[config.mk]
export PLATFORM = sky130hd
export DESIGN_NAME = weighted_i_divergence_accumulate_top_flat
export DESIGN_NICKNAME = d
export VERILOG_FILES = /design/src/rtl/wida_pkg.sv /design/src/rtl/wida_col_if.sv /design/src/rtl/wida_res_if.sv /design/src/rtl/wida_ctrl.sv /design/src/rtl/wida_dp.sv /design/src/rtl/weighted_i_divergence_accumulate_top.sv /design/src/flat_wrapper.sv
export SDC_FILE = /design/constraint.sdc
export NUM_CORES = 2
export LEC_CHECK = 0
export BUFFER_PORTS_ARGS = -buffer_cell sky130_fd_sc_hd__buf_2
export CAP_MARGIN = 15
export CORE_MARGIN = 4
export CORE_UTILIZATION = 39
export CTS_BUF_LIST = sky130_fd_sc_hd__clkbuf_4 sky130_fd_sc_hd__clkbuf_8
export DETAILED_ROUTE_END_ITERATION = 16
export GPL_ROUTABILITY_DRIVEN = 0
export PLACE_DENSITY = 0.63
export SYNTH_ARGS = -nofsm -noshare
export SYNTH_HDL_FRONTEND = slang
export SYNTH_SLANG_ARGS = --single-unit
[constraint.sdc]
create_clock -name clk -period 16 [get_ports clk]
set_input_delay 0.8 -clock clk [delete_from_list [all_inputs] [get_ports clk]]
set_output_delay 0.8 -clock clk [all_outputs]
set_load 0.01 [all_outputs]
[src/rtl/wida_pkg.sv]
`default_nettype none

package wida_pkg;

    localparam int unsigned DATA_W        = 32;
    localparam int unsigned DIST_W        = 48;
    localparam int unsigned PROD_W        = 2 * DATA_W;
    localparam int unsigned FRAC_BITS_DEF = 16;
    localparam int unsigned LOG_FRAC      = 28;
    localparam int unsigned LN2_W         = 30;
    localparam int unsigned P_W           = $clog2(DATA_W);

    localparam logic [LN2_W-1:0]  LN2_Q30  = 30'd744261118;
    localparam logic [DIST_W-1:0] DIST_MAX = {1'b0, {(DIST_W-1){1'b1}}};
    localparam logic [DIST_W-1:0] DIST_MIN = {1'b1, {(DIST_W-1){1'b0}}};

    typedef enum logic [12:0] {
        ST_IDLE   = 13'b0000000000001,
        ST_CHECK  = 13'b0000000000010,
        ST_SQUARE = 13'b0000000000100,
        ST_L2     = 13'b0000000001000,
        ST_LNMUL  = 13'b0000000010000,
        ST_AMUL   = 13'b0000000100000,
        ST_BMUL   = 13'b0000001000000,
        ST_MAG    = 13'b0000010000000,
        ST_HIMUL  = 13'b0000100000000,
        ST_LOMUL  = 13'b0001000000000,
        ST_TERM   = 13'b0010000000000,
        ST_ACC    = 13'b0100000000000,
        ST_FINISH = 13'b1000000000000
    } wida_state_t;

    typedef struct packed {
        logic load;
        logic norm;
        logic square;
        logic l2;
        logic lnmul;
        logic amul;
        logic bmul;
        logic mag;
        logic himul;
        logic lomul;
        logic term;
        logic acc;
        logic zsat;
        logic emit;
    } wida_cmd_t;

    typedef struct packed {
        logic proto_zero;
        logic sticky;
        logic last;
        logic out_free;
    } wida_stat_t;

endpackage

`default_nettype wire

[src/rtl/wida_col_if.sv]
`default_nettype none

interface wida_col_if;
    import wida_pkg::*;

    logic              valid;
    logic              ready;
    logic [DATA_W-1:0] weight;
    logic [DATA_W-1:0] proto_factor;
    logic [DATA_W-1:0] data_value;
    logic [DATA_W-1:0] proto_value;
    logic              last_column;

    modport source (
        output valid, weight, proto_factor, data_value, proto_value, last_column,
        input  ready
    );

    modport sink (
        input  valid, weight, proto_factor, data_value, proto_value, last_column,
        output ready
    );
endinterface

`default_nettype wire

[src/rtl/wida_res_if.sv]
`default_nettype none

interface wida_res_if;
    import wida_pkg::*;

    logic                     valid;
    logic                     ready;
    logic signed [DIST_W-1:0] distance;
    logic                     saturated;

    modport source (
        output valid, distance, saturated,
        input  ready
    );

    modport sink (
        input  valid, distance, saturated,
        output ready
    );
endinterface

`default_nettype wire

[src/rtl/wida_ctrl.sv]
`default_nettype none

module wida_ctrl (
    input  logic                clk,
    input  logic                rst_n,
    input  logic                in_valid,
    output logic                in_ready,
    output wida_pkg::wida_cmd_t cmd,
    input  wida_pkg::wida_stat_t stat
);
    import wida_pkg::*;

    localparam int unsigned CNT_W = $clog2(LOG_FRAC);
    localparam logic [CNT_W-1:0] CNT_LAST = CNT_W'(LOG_FRAC - 1);

    wida_state_t      state_reg, state_next;
    logic [CNT_W-1:0] cnt_reg, cnt_next;

    assign in_ready = (state_reg == ST_IDLE);

    always_comb
    begin
        state_next = state_reg;
        cnt_next   = cnt_reg;
        cmd        = '0;
        case (state_reg)
            ST_IDLE:
            begin
                if (in_valid)
                begin
                    cmd.load   = 1'b1;
                    state_next = ST_CHECK;
                end
            end
            ST_CHECK:
            begin
                if (stat.sticky)
                begin
                    state_next = ST_FINISH;
                end
                else if (stat.proto_zero)
                begin
                    cmd.zsat   = 1'b1;
                    state_next = ST_FINISH;
                end
                else
                begin
                    cmd.norm   = 1'b1;
                    cnt_next   = '0;
                    state_next = ST_SQUARE;
                end
            end
            ST_SQUARE:
            begin
                cmd.square = 1'b1;
                cnt_next   = cnt_reg + 1'b1;
                if (cnt_reg == CNT_LAST)
                begin
                    state_next = ST_L2;
                end
            end
            ST_L2:
            begin
                cmd.l2     = 1'b1;
                state_next = ST_LNMUL;
            end
            ST_LNMUL:
            begin
                cmd.lnmul  = 1'b1;
                state_next = ST_AMUL;
            end
            ST_AMUL:
            begin
                cmd.amul   = 1'b1;
                state_next = ST_BMUL;
            end
            ST_BMUL:
            begin
                cmd.bmul   = 1'b1;
                state_next = ST_MAG;
            end
            ST_MAG:
            begin
                cmd.mag    = 1'b1;
                state_next = ST_HIMUL;
            end
            ST_HIMUL:
            begin
                cmd.himul  = 1'b1;
                state_next = ST_LOMUL;
            end
            ST_LOMUL:
            begin
                cmd.lomul  = 1'b1;
                state_next = ST_TERM;
            end
            ST_TERM:
            begin
                cmd.term   = 1'b1;
                state_next = ST_ACC;
            end
            ST_ACC:
            begin
                cmd.acc    = 1'b1;
                state_next = ST_FINISH;
            end
            ST_FINISH:
            begin
                if (!stat.last)
                begin
                    state_next = ST_IDLE;
                end
                else if (stat.out_free)
                begin
                    cmd.emit   = 1'b1;
                    state_next = ST_IDLE;
                end
            end
            default:
            begin
                state_next = ST_IDLE;
            end
        endcase
    end

    always_ff @(posedge clk or negedge rst_n)
    begin
        if (!rst_n)
        begin
            state_reg <= ST_IDLE;
            cnt_reg   <= '0;
        end
        else
        begin
            state_reg <= state_next;
            cnt_reg   <= cnt_next;
        end
    end

endmodule

`default_nettype wire

[src/rtl/wida_dp.sv]
`default_nettype none

module wida_dp #(
    parameter int unsigned FRAC_BITS = wida_pkg::FRAC_BITS_DEF
) (
    input  logic                                    clk,
    input  logic                                    rst_n,
    input  wida_pkg::wida_cmd_t                     cmd,
    output wida_pkg::wida_stat_t                    stat,
    input  logic [wida_pkg::DATA_W-1:0]             weight,
    input  logic [wida_pkg::DATA_W-1:0]             proto_factor,
    input  logic [wida_pkg::DATA_W-1:0]             data_value,
    input  logic [wida_pkg::DATA_W-1:0]             proto_value,
    input  logic                                    last_column,
    output logic                                    out_valid,
    input  logic                                    out_ready,
    output logic signed [wida_pkg::DIST_W-1:0]      distance,
    output logic                                    saturated
);
    import wida_pkg::*;

    localparam int unsigned LNM_W    = FRAC_BITS + 5;
    localparam int unsigned A_W      = PROD_W - FRAC_BITS;
    localparam int unsigned MAG_W    = A_W + 1;
    localparam int unsigned LN_SH    = LN2_W + LOG_FRAC - FRAC_BITS;
    localparam int unsigned HI_SH    = 15 + FRAC_BITS;
    localparam int unsigned L2_W     = LOG_FRAC + 7;
    localparam int unsigned L2MAG_W  = DATA_W + 1;
    localparam int unsigned EXT_W    = PROD_W - DIST_W;

    logic [DATA_W-1:0]        w_reg, f_reg, d_reg, v_reg;
    logic                     last_reg;
    logic [DATA_W-1:0]        y_reg, y_next;
    logic [P_W-1:0]           p_reg, p_next;
    logic [LOG_FRAC-1:0]      frac_reg, frac_next;
    logic                     lneg_reg, lneg_next;
    logic [L2MAG_W-1:0]       l2mag_reg, l2mag_next;
    logic [PROD_W-1:0]        prod_reg, prod_next;
    logic [LNM_W-1:0]         lnm_reg, lnm_next;
    logic [A_W-1:0]           a_reg, a_next;
    logic [MAG_W-1:0]         mag_reg, mag_next;
    logic                     ineg_reg, ineg_next;
    logic [PROD_W-1:0]        hiprod_reg, hiprod_next;
    logic [PROD_W-1:0]        tmag_reg, tmag_next;
    logic                     hiovf_reg, hiovf_next;
    logic [DIST_W-1:0]        sum_reg, sum_next;
    logic                     sticky_reg, sticky_next;
    logic                     out_valid_reg, out_valid_next;
    logic [DIST_W-1:0]        dist_reg;
    logic                     sat_reg;

    logic [DATA_W-1:0]        mul_a, mul_b;
    logic [PROD_W-1:0]        mul_p;
    logic [P_W-1:0]           p_enc;
    logic [DATA_W:0]          sq_hi;
    logic [6:0]               pf;
    logic signed [L2_W-1:0]   l2_s, l2_abs;
    logic [A_W-1:0]           b_val;
    logic signed [PROD_W-1:0] term_s, sum_w;

    assign mul_p = mul_a * mul_b;

    always_comb
    begin
        mul_a = '0;
        mul_b = '0;
        if (cmd.square)
        begin
            mul_a = y_reg;
            mul_b = y_reg;
        end
        else if (cmd.lnmul)
        begin
            mul_a = l2mag_reg[DATA_W-1:0];
            mul_b = DATA_W'(LN2_Q30);
        end
        else if (cmd.amul)
        begin
            mul_a = f_reg;
            mul_b = v_reg;
        end
        else if (cmd.bmul)
        begin
            mul_a = d_reg;
            mul_b = DATA_W'(lnm_reg);
        end
        else if (cmd.himul)
        begin
            mul_a = w_reg;
            mul_b = DATA_W'(mag_reg[MAG_W-1:DATA_W]);
        end
        else if (cmd.lomul)
        begin
            mul_a = w_reg;
            mul_b = mag_reg[DATA_W-1:0];
        end
    end

    always_comb
    begin
        p_enc = '0;
        for (int i = 0; i < DATA_W; i++)
        begin
            if (v_reg[i])
            begin
                p_enc = P_W'(i);
            end
        end
    end

    assign sq_hi  = mul_p[PROD_W-1:DATA_W-1];
    assign pf     = 7'(p_reg) - 7'(FRAC_BITS);
    assign l2_s   = $signed({pf, {LOG_FRAC{1'b0}}}) + $signed({7'd0, frac_reg});
    assign l2_abs = l2_s[L2_W-1] ? -l2_s : l2_s;
    assign b_val  = A_W'(prod_reg >> FRAC_BITS);
    assign term_s = ineg_reg ? -$signed(tmag_reg) : $signed(tmag_reg);
    assign sum_w  = $signed({{EXT_W{sum_reg[DIST_W-1]}}, sum_reg}) + term_s;

    always_comb
    begin
        y_next      = y_reg;
        p_next      = p_reg;
        frac_next   = frac_reg;
        lneg_next   = lneg_reg;
        l2mag_next  = l2mag_reg;
        prod_next   = prod_reg;
        lnm_next    = lnm_reg;
        a_next      = a_reg;
        mag_next    = mag_reg;
        ineg_next   = ineg_reg;
        hiprod_next = hiprod_reg;
        tmag_next   = tmag_reg;
        hiovf_next  = hiovf_reg;
        if (cmd.norm)
        begin
            p_next    = p_enc;
            y_next    = v_reg << (P_W'(DATA_W - 1) - p_enc);
            frac_next = '0;
        end
        if (cmd.square)
        begin
            if (sq_hi[DATA_W])
            begin
                y_next    = sq_hi[DATA_W:1];
                frac_next = {frac_reg[LOG_FRAC-2:0], 1'b1};
            end
            else
            begin
                y_next    = sq_hi[DATA_W-1:0];
                frac_next = {frac_reg[LOG_FRAC-2:0], 1'b0};
            end
        end
        if (cmd.l2)
        begin
            lneg_next  = l2_s[L2_W-1];
            l2mag_next = l2_abs[L2MAG_W-1:0];
        end
        if (cmd.lnmul)
        begin
            prod_next = mul_p + (l2mag_reg[DATA_W] ? (PROD_W'(LN2_Q30) << DATA_W) : '0);
        end
        if (cmd.amul)
        begin
            lnm_next  = LNM_W'(prod_reg >> LN_SH);
            prod_next = mul_p;
        end
        if (cmd.bmul)
        begin
            a_next    = A_W'(prod_reg >> FRAC_BITS);
            prod_next = mul_p;
        end
        if (cmd.mag)
        begin
            if (lneg_reg)
            begin
                mag_next  = MAG_W'(a_reg) + MAG_W'(b_val);
                ineg_next = 1'b0;
            end
            else if (a_reg >= b_val)
            begin
                mag_next  = MAG_W'(a_reg - b_val);
                ineg_next = 1'b0;
            end
            else
            begin
                mag_next  = MAG_W'(b_val - a_reg);
                ineg_next = 1'b1;
            end
        end
        if (cmd.himul)
        begin
            prod_next = mul_p;
        end
        if (cmd.lomul)
        begin
            hiprod_next = prod_reg;
            prod_next   = mul_p;
        end
        if (cmd.term)
        begin
            hiovf_next = hiprod_reg >= (PROD_W'(1) << HI_SH);
            tmag_next  = (hiprod_reg << (DATA_W - FRAC_BITS)) + (prod_reg >> FRAC_BITS);
        end
    end

    always_comb
    begin
        sum_next    = sum_reg;
        sticky_next = sticky_reg;
        if (cmd.zsat)
        begin
            sum_next    = DIST_MAX;
            sticky_next = 1'b1;
        end
        if (cmd.acc)
        begin
            if (hiovf_reg)
            begin
                sum_next    = ineg_reg ? DIST_MIN : DIST_MAX;
                sticky_next = 1'b1;
            end
            else if (sum_w[PROD_W-1:DIST_W-1] != {(EXT_W+1){sum_w[PROD_W-1]}})
            begin
                sum_next    = sum_w[PROD_W-1] ? DIST_MIN : DIST_MAX;
                sticky_next = 1'b1;
            end
            else
            begin
                sum_next = sum_w[DIST_W-1:0];
            end
        end
        if (cmd.emit)
        begin
            sum_next    = '0;
            sticky_next = 1'b0;
        end
    end

    always_comb
    begin
        out_valid_next = out_valid_reg;
        if (cmd.emit)
        begin
            out_valid_next = 1'b1;
        end
        else if (out_ready)
        begin
            out_valid_next = 1'b0;
        end
    end

    always_ff @(posedge clk or negedge rst_n)
    begin
        if (!rst_n)
        begin
            sum_reg       <= '0;
            sticky_reg    <= 1'b0;
            out_valid_reg <= 1'b0;
        end
        else
        begin
            sum_reg       <= sum_next;
            sticky_reg    <= sticky_next;
            out_valid_reg <= out_valid_next;
        end
    end

    always_ff @(posedge clk)
    begin
        if (cmd.load)
        begin
            w_reg    <= weight;
            f_reg    <= proto_factor;
            d_reg    <= data_value;
            v_reg    <= proto_value;
            last_reg <= last_column;
        end
        if (cmd.emit)
        begin
            dist_reg <= sum_reg;
            sat_reg  <= sticky_reg;
        end
        y_reg      <= y_next;
        p_reg      <= p_next;
        frac_reg   <= frac_next;
        lneg_reg   <= lneg_next;
        l2mag_reg  <= l2mag_next;
        prod_reg   <= prod_next;
        lnm_reg    <= lnm_next;
        a_reg      <= a_next;
        mag_reg    <= mag_next;
        ineg_reg   <= ineg_next;
        hiprod_reg <= hiprod_next;
        tmag_reg   <= tmag_next;
        hiovf_reg  <= hiovf_next;
    end

    assign stat.proto_zero = (v_reg == '0);
    assign stat.sticky     = sticky_reg;
    assign stat.last       = last_reg;
    assign stat.out_free   = !out_valid_reg || out_ready;

    assign out_valid = out_valid_reg;
    assign distance  = $signed(dist_reg);
    assign saturated = sat_reg;

endmodule

`default_nettype wire

[src/rtl/weighted_i_divergence_accumulate_top.sv]
// A column term is computed before the next column can be taken; the log2 unit runs 28
//   squaring steps on the one shared 32x32 multiplier.
// A column met after saturation, or with a zero prototype, skips the term computation.
// The distance is loaded into the output register once the last column's term is summed
//   and the output register is free; the output register holds it while the next column is taken.
// Reset clears the sum, the saturation flag, the output valid and the controller.
`default_nettype none

module weighted_i_divergence_accumulate_top #(
    parameter int unsigned FRAC_BITS = wida_pkg::FRAC_BITS_DEF
) (
    input  logic              clk,
    input  logic              rst_n,
    wida_col_if.sink          column,
    wida_res_if.source        result
);
    import wida_pkg::*;

    wida_cmd_t  cmd;
    wida_stat_t stat;
    logic       in_ready;

    assign column.ready = in_ready;

    wida_ctrl u_ctrl (
        .clk      (clk),
        .rst_n    (rst_n),
        .in_valid (column.valid),
        .in_ready (in_ready),
        .cmd      (cmd),
        .stat     (stat)
    );

    wida_dp #(
        .FRAC_BITS (FRAC_BITS)
    ) u_dp (
        .clk          (clk),
        .rst_n        (rst_n),
        .cmd          (cmd),
        .stat         (stat),
        .weight       (column.weight),
        .proto_factor (column.proto_factor),
        .data_value   (column.data_value),
        .proto_value  (column.proto_value),
        .last_column  (column.last_column),
        .out_valid    (result.valid),
        .out_ready    (result.ready),
        .distance     (result.distance),
        .saturated    (result.saturated)
    );

endmodule

`default_nettype wire
[src/flat_wrapper.sv]
// flat-port wrapper written by rule: the top's interface ports become plain ports
module weighted_i_divergence_accumulate_top_flat import wida_pkg::*;
#(
    parameter int unsigned FRAC_BITS = wida_pkg::FRAC_BITS_DEF
)
  (clk, rst_n, column_valid, column_weight, column_proto_factor, column_data_value, column_proto_value, column_last_column, column_ready, result_valid, result_distance, result_saturated, result_ready);
  wida_col_if column_i ();
  wida_res_if result_i ();
  input  logic clk;
  input  logic rst_n;
  input wire logic [$bits(column_i.valid)-1:0] column_valid;
  input wire logic [$bits(column_i.weight)-1:0] column_weight;
  input wire logic [$bits(column_i.proto_factor)-1:0] column_proto_factor;
  input wire logic [$bits(column_i.data_value)-1:0] column_data_value;
  input wire logic [$bits(column_i.proto_value)-1:0] column_proto_value;
  input wire logic [$bits(column_i.last_column)-1:0] column_last_column;
  output wire logic [$bits(column_i.ready)-1:0] column_ready;
  output wire logic [$bits(result_i.valid)-1:0] result_valid;
  output wire logic [$bits(result_i.distance)-1:0] result_distance;
  output wire logic [$bits(result_i.saturated)-1:0] result_saturated;
  input wire logic [$bits(result_i.ready)-1:0] result_ready;
  assign column_i.valid = column_valid;
  assign column_i.weight = column_weight;
  assign column_i.proto_factor = column_proto_factor;
  assign column_i.data_value = column_data_value;
  assign column_i.proto_value = column_proto_value;
  assign column_i.last_column = column_last_column;
  assign column_ready = column_i.ready;
  assign result_valid = result_i.valid;
  assign result_distance = result_i.distance;
  assign result_saturated = result_i.saturated;
  assign result_i.ready = result_ready;
  weighted_i_divergence_accumulate_top #(.FRAC_BITS(FRAC_BITS)) u_core (.clk(clk), .rst_n(rst_n), .column(column_i), .result(result_i));
endmodule
# After elaboration in Yosys (flattened, before gate mapping)
# Index checks and enable logic that the tools add are counted.
word_totals:
  regBits: 657
  output_inout_bits: 51
classes:
  n_eq_ne: 20
  reduce_logical: 10
  n_mux: 105
  addsub: 12
  order_cmp: 2
  n_mul: 1
  shifts: 1
ops:
  columns: ["operator", "count"]
  rows:
  - ["$mux W32", 15]
  - ["$mux W64", 6]
  - ["$mux W48", 7]
  - ["$pmux W13 S13", 1]
  - ["$mux W5", 32]
  - ["$mux W49", 2]
  - ["$sub A48 B48 Y49", 2]
  - ["$mux W13", 6]
  - ["$add A48 B64 Y64", 1]
  - ["$add A64 B48 Y64", 1]
  - ["$add A64 B62 Y64", 1]
  - ["$ge A64 B32 Y1 const B", 1]
  - ["$mul A32 B32 Y64", 1]
  - ["$neg A64 Y64", 1]
  - ["$mux W62", 1]
  - ["$mux W28", 2]
  - ["$add A48 B48 Y49", 1]
  - ["$ge A48 B48 Y1", 1]
  - ["$add A34 B29 Y35", 1]
  - ["$mux W33", 1]
  - ["$neg A33 Y33", 1]
  - ["$logic_not A32 Y1", 1]
  - ["$shl A32 B5 Y32", 1]
  - ["$mux W1", 31]
  - ["27 further kinds", 33]

# Longest topological paths before layout
logic_depth:
  word_depth: 35
  mapped_depth: 56
  ltp_nobuf: 51

# Hierarchy
# From an unflattened synthesis, not the netlist that was laid out.
unflattened:
  hier_cells: 8000
  area_unflattened_um2: 74242.5
by_module_without_submodules:
  columns: ["module", "area_each_um2", "cells_per_inst", "instances", "seq_area_each_um2"]
  rows:
  - ["wida_dp", 73130.1, 7888, 1, 18938.2]
  - ["wida_ctrl", 1112.3, 112, 1, 451.7]

# Worst setup path after synthesis
# No wires, ideal clock.
synth_timing:
  path_type: "flip-flop to flip-flop"
  startpoint: "register u_core.u_ctrl.state_reg[8]"
  endpoint: "register u_core.u_dp.prod_reg[63], data pin"
  setup_time_ps: 270
  stages_incl_launch_ff: 48
  arrival_ps: 13164
  required_time_ps: 15730
  setup_slack_ps: 2566
  cell_sequence: "dfrtp_1 -> or3_1 -> nor3_1 -> nand2_1 -> or3_1 -> nor3b_2 -> clkbuf_1 -> buf_1 -> clkbuf_1 -> a221oi_1 -> clkbuf_1 -> nor2_1 -> fa_1 -> inv_1 -> fa_1 -> fa_1 -> fa_1 -> fa_1 -> [... 12 more ...] -> inv_1 -> o21ai_0 -> a21oi_1 -> xnor2_1 -> fa_1 -> a21o_1 -> a21oi_1 -> o21ai_0 -> a21o_1 -> a21o_1 -> a41o_1 -> and2_1 -> a41oi_1 -> o31a_1 -> o31ai_1 -> a31o_1 -> nand3_1 -> xnor2_1"
synth_between:
  elab_chain_len: 15
synth_lines:
  columns: ["element", "line", "source"]
  rows:
  - ["from (decl)", "wida_ctrl.sv:16", "wida_state_t state_reg, state_next;"]
  - ["from (signal assigned)", "wida_ctrl.sv:135", "state_reg <= state_next;"]
  - ["$eq A13 B10 Y1", "wida_ctrl.sv:26", "case (state_reg)"]
  - ["$mux W1", "wida_ctrl.sv:26", null]
  - ["$mux W32", "wida_dp.sv:92", "else if (cmd.lomul)"]
  - ["$mux W32", "wida_dp.sv:87", "else if (cmd.himul)"]
  - ["$mux W32", "wida_dp.sv:82", "else if (cmd.bmul)"]
  - ["$mux W32", "wida_dp.sv:77", "else if (cmd.amul)"]
  - ["$mux W32", "wida_dp.sv:72", "else if (cmd.lnmul)"]
  - ["$mux W32", "wida_dp.sv:67", "if (cmd.square)"]
  - ["$mul A32 B32 Y64", "wida_dp.sv:61", "assign mul_p = mul_a * mul_b;"]
  - ["$add A64 B62 Y64", "wida_dp.sv:160", "prod_next = mul_p + (l2mag_reg[DATA_W] ? (PROD_W'(LN2_Q30) << DATA_W) : '0);"]
  - ["$mux W64", "wida_dp.sv:158", "if (cmd.lnmul)"]
  - ["$mux W64", "wida_dp.sv:162", "if (cmd.amul)"]
  - ["$mux W64", "wida_dp.sv:167", "if (cmd.bmul)"]
  - ["$mux W64", "wida_dp.sv:190", "if (cmd.himul)"]
  - ["$mux W64 *", "wida_dp.sv:194", "if (cmd.lomul)"]
  - ["via u_core.u_dp.prod_next[63]", "wida_dp.sv:38", "logic [PROD_W-1:0] prod_reg, prod_next;"]
  - ["to (signal assigned)", "wida_dp.sv:288", "prod_reg <= prod_next;"]
  - ["to (decl)", "wida_dp.sv:38", null]
# Mark *: on every way through the listed nets, which the timed path passes. The rest lies on a longest branch. The select of a mux whose other input is x is not followed.
# A chain may end at the register's enable or synchronous reset.

# Worst setup path in the final report
layout_timing:
  startpoint: "register u_core.u_ctrl.state_reg[8]"
  endpoint: "register u_core.u_dp.prod_reg[59], data pin"
# Same word-level chain as after synthesis.

==> results_tabular.tex <==
\begin{tabular}{lr}
\hline
Metric & Value \\
\hline
\multicolumn{2}{l}{\textbf{Global route}} \\
\quad Total overflow reported by the global router & 0 \\
\quad Wire length of the first global-routing pass & 387000 um \\
\quad Largest net degree at the start of global routing & 139 \\
\quad Antenna violations before repair & 14 \\
\quad Number of global-route vias before repair & 62261 \\
\quad Overall routing resource usage & 25.9\% \\
\multicolumn{2}{l}{\textbf{Setup path}} \\
\quad Worst endpoint required time & 16600 ps \\
\quad Worst-path cell with the longest stage delay & sky130\_fd\_sc\_hd\_\_nor3b\_4 \\
\quad Most common cell type on the critical path & sky130\_fd\_sc\_hd\_\_fa\_1 \\
\quad Stages on worst setup path & 48 \\
\quad Slowest stage delay, CP & 770 ps \\
\quad Reg2Reg Setup Slack & 1480 ps \\
\quad Critical path class & register to register \\
\quad Worst Setup SP & u\_core.u\_ctrl.state\_reg[8]\$\_DFFE\_PN0P\_ \\
\quad Crit Reg-Reg Endpoint & u\_core.u\_dp.prod\_reg[59]\$\_DFFE\_PP\_ \\
\quad Critical-path maximum fanout & 15 \\
\quad Worst path arrival time & 15120 ps \\
\quad Cell depth of the worst flop-to-flop path & 48 \\
\quad Kind of end point of the critical path & register \\
\quad Category of cells accounting for the largest share of critical-path delay & compound AO/OA/AOI/OAI gates \\
\quad Launching point of the worst reg2reg path & u\_core.u\_ctrl.state\_reg[8]\$\_DFFE\_PN0P\_ \\
\quad Critical path buffers and inverters & 7 \\
\quad Critical path startpoint category & register \\
\multicolumn{2}{l}{\textbf{Timing}} \\
\quad Final setup violating endpoints & 0 \\
\quad Number of hold-slack violations in the final timing report & 0 \\
\quad Final clock period utilization by the worst path & 90.8\% \\
\quad Pins over their slew limit & 0 \\
\quad Min Tclk post-route & 14520 ps \\
\quad Clock tree skew after final layout & 72.6 ps \\
\quad Total negative setup slack & 0 ps \\
\quad Worst path setup slack after routing & 1480 ps \\
\quad Tightest Pin Transition & 1480 ps \\
\quad Top achievable clock speed & 68.9 MHz \\
\quad Tightest slew margin relative to the limit & 1.15\% \\
\quad Unrepaired setup endpoints after global routing & false \\
\multicolumn{2}{l}{\textbf{Synth}} \\
\quad Synthesized area & 74300 um\^{}2 \\
\quad Cell with the most instances after synthesis & sky130\_fd\_sc\_hd\_\_inv\_1 \\
\quad Leading post-synthesis cells by instance count & sky130\_fd\_sc\_hd\_\_inv\_1 (1099), sky130\_fd\_sc\_hd\_\_nand2\_1 (965), sky130\_fd\_sc\_hd\_\_fa\_1 (902) \\
\quad Leading cell types by total area after synthesis & sky130\_fd\_sc\_hd\_\_fa\_1 (24\%), sky130\_fd\_sc\_hd\_\_edfxtp\_1 (24\%), sky130\_fd\_sc\_hd\_\_ha\_1 (8.8\%) \\
\quad Library cell occupying the most area in the post-synthesis netlist & sky130\_fd\_sc\_hd\_\_fa\_1 \\
\quad Area share of the leading cell type in the synthesized netlist & 24.3\% \\
\quad Synthesized flop and latch total & 657 \\
\quad Post-Syn Nets & 9538 \\
\quad Post-synth ARST share & 10.4\% \\
\quad Cells after Synth & 7981 \\
\quad Unique masters post-synth & 90 \\
\quad Flip-flop cell with the highest count after synthesis & sky130\_fd\_sc\_hd\_\_edfxtp\_1 \\
\quad Fraction of the yosys area taken by sequential cells & 26.1\% \\
\quad Post-synth EDFFs & 589 \\
\quad Mean post-synth cell area & 9.31 um\^{}2 \\
\quad YS warnings & 0 \\
\multicolumn{2}{l}{\textbf{Power and ir drop}} \\
\quad Power per standard cell area & 78.7 nW/um\^{}2 \\
\quad Static leakage power & 0.0351 uW \\
\quad Worst VDD drop & 0.185 mV \\
\quad Total power & 6360 uW \\
\multicolumn{2}{l}{\textbf{Detailed routing}} \\
\quad Count of unresolved DRC violations after routing & 0 \\
\quad Detail-routed via count per cell & 5.83 \\
\quad Wire length after detailed routing & 260000 um \\
\quad Wire per inst & 24.4 um \\
\quad Antenna Violating Nets Remaining & 0 \\
\quad Count of TritonRoute iterations in the first routing pass & 7 \\
\quad Count of routing violations after the opening detailed-route iteration & 7754 \\
\quad Via count & 62190 \\
\multicolumn{2}{l}{\textbf{Clocking}} \\
\quad Clock slew at the register clock pins of the worst setup and hold paths & 60 ps \\
\quad Buffer levels on the longest clock path & 3 \\
\quad Number of buffers created by CTS & 104 \\
\quad TritonCTS clock tree & yes \\
\quad \# H-tree levels & 3 \\
\quad Post-CTS sizing & 0 \\
\quad CTS root buffer & sky130\_fd\_sc\_hd\_\_clkbuf\_8 \\
\quad Clock sink total & 657 \\
\quad Clock latency on the worst-skew pair & 850 ps \\
\multicolumn{2}{l}{\textbf{Placed design}} \\
\quad Setup slack after placement & 1880 ps \\
\quad Number of I/O port buffers & 183 \\
\quad Final HPWL DP & 205000 um \\
\multicolumn{2}{l}{\textbf{Status}} \\
\quad Run status & complete, no violations \\
\multicolumn{2}{l}{\textbf{Cells and area}} \\
\quad Fraction of final layout cells with drive strength greater than 1 & 7.87\% \\
\quad Net count of the finished layout & 9631 \\
\quad Syn-to-layout area delta & 8.72\% \\
\multicolumn{2}{l}{\textbf{Hold path}} \\
\quad Startpoint of the tightest hold check path & column\_proto\_value[3] \\
\quad Hold Path Stages & 1 \\
\quad Hold Crit Endpoint & u\_core.u\_dp.v\_reg[3]\$\_DFFE\_PP\_ \\
\quad Worst hold path type & primary input to register \\
\multicolumn{2}{l}{\textbf{Floorplan}} \\
\quad Overall die area & 198000 um\^{}2 \\
\quad Starting Density & 39.4\% \\
\quad Die extent in y & 444 um \\
\quad DIE WIDTH & 444 um \\
\quad Num ports & 184 \\
\quad Row cnt & 159 \\
\quad Core footprint & 189000 um\^{}2 \\
\multicolumn{2}{l}{\textbf{Flow run}} \\
\quad Max Cap Violations & 0 \\
\hline
\end{tabular}
[power breakdown]
group	internal, uW	switching [uW]	leakage, uW
Clock	807	745	0.00115
Sequential	2130	187	0.00617
Combinational	676	1820	0.0277
[placed cells by master (no fill, tap or decap), types with 76 or more instances in the layout]
master                     netlist  final
sky130_fd_sc_hd__clkbuf_8        0    109
sky130_fd_sc_hd__edfxtp_1      589    589
sky130_fd_sc_hd__nor2_1        802    802
sky130_fd_sc_hd__ha_1          522    522
sky130_fd_sc_hd__a21oi_1       461    460
sky130_fd_sc_hd__a21o_1         85     85
sky130_fd_sc_hd__o21bai_1       78     78
sky130_fd_sc_hd__mux2i_1       103    103
sky130_fd_sc_hd__a22oi_1        91     91
sky130_fd_sc_hd__nand2_1       965    963
sky130_fd_sc_hd__fa_1          902    902
sky130_fd_sc_hd__inv_1        1099   1099
sky130_fd_sc_hd__buf_2          31    183
sky130_fd_sc_hd__xor2_1         95     95
sky130_fd_sc_hd__o21a_1         76     76
sky130_fd_sc_hd__xnor2_1       230    230
sky130_fd_sc_hd__o21ai_0       306    294
sky130_fd_sc_hd__nand3_1       102    101
sky130_fd_sc_hd__nor3_1        118    115
sky130_fd_sc_hd__buf_4           1    172
[per-stage QoR]
stage	std cells	hold WS, ps	util (%)	cell area (um^2)
floorplan	7981	400	-	74300
CTS	10650	42.1	42.8	80700
finish	10659	142	42.8	80800
global route	10652	77.9	42.8	80800
detailed placement	10460	405	41.6	78500
global placement	10460	401	41.6	78500
[how the worst max path moves through the flow]
stage / end / slack [ps]
floorplan: u_core.u_dp.prod_reg[63]$_DFFE_PP_ / 2570
global placement: u_core.u_dp.prod_reg[63]$_DFFE_PP_ / 2080
detailed placement: u_core.u_dp.prod_reg[59]$_DFFE_PP_ / 1880
CTS: u_core.u_dp.prod_reg[59]$_DFFE_PP_ / 1820
global route: u_core.u_dp.prod_reg[59]$_DFFE_PP_ / 980
finish: u_core.u_dp.prod_reg[59]$_DFFE_PP_ / 1480
[area by class of cell]
cell class	instances	area (um^2)
tap	2495	3120
clock buffer	135	1700
fill	18296	108000
inverter	1106	4150
multi-input combinational	5845	49600
antenna	7	17.5
sequential	657	19400
timing repair buffer	360	2290
clock inverter	54	534
[kinds of logic (layout without fill, tap and decap cells)]
family                   Yosys count  count (layout)  share of synthesized area, %
other                              0               7                             0
buffers and inverters           1479            1655                          7.57
multiplexers                     121             121                          1.66
flip-flops                       657             657                          26.1
AO/OA/AOI/OAI                   1540            1540                          13.3
adder cells (fa/ha/maj)         1424            1424                          33.1
XOR/XNOR                         327             327                          3.87
AND/OR/NAND/NOR                 2433            2433                          14.4
[layer usage]
metal	global-route usage [%]	up-vias	wire [um]
met5	0	-	23
met4	17.9	4	22400
met3	6.17	958	28900
met2	38.4	3880	109000
met1	33.4	30395	99400
li1	-	26953	-
[timing repair]
| action | 4_1_cts | 5_1_grt |
|---|---|---|
| buffers inserted | 0 | 0 |
| hold endpoints to repair | 15 | 0 |
| hold buffers | 1 | 0 |
Power figures use the tool's default switching activity.
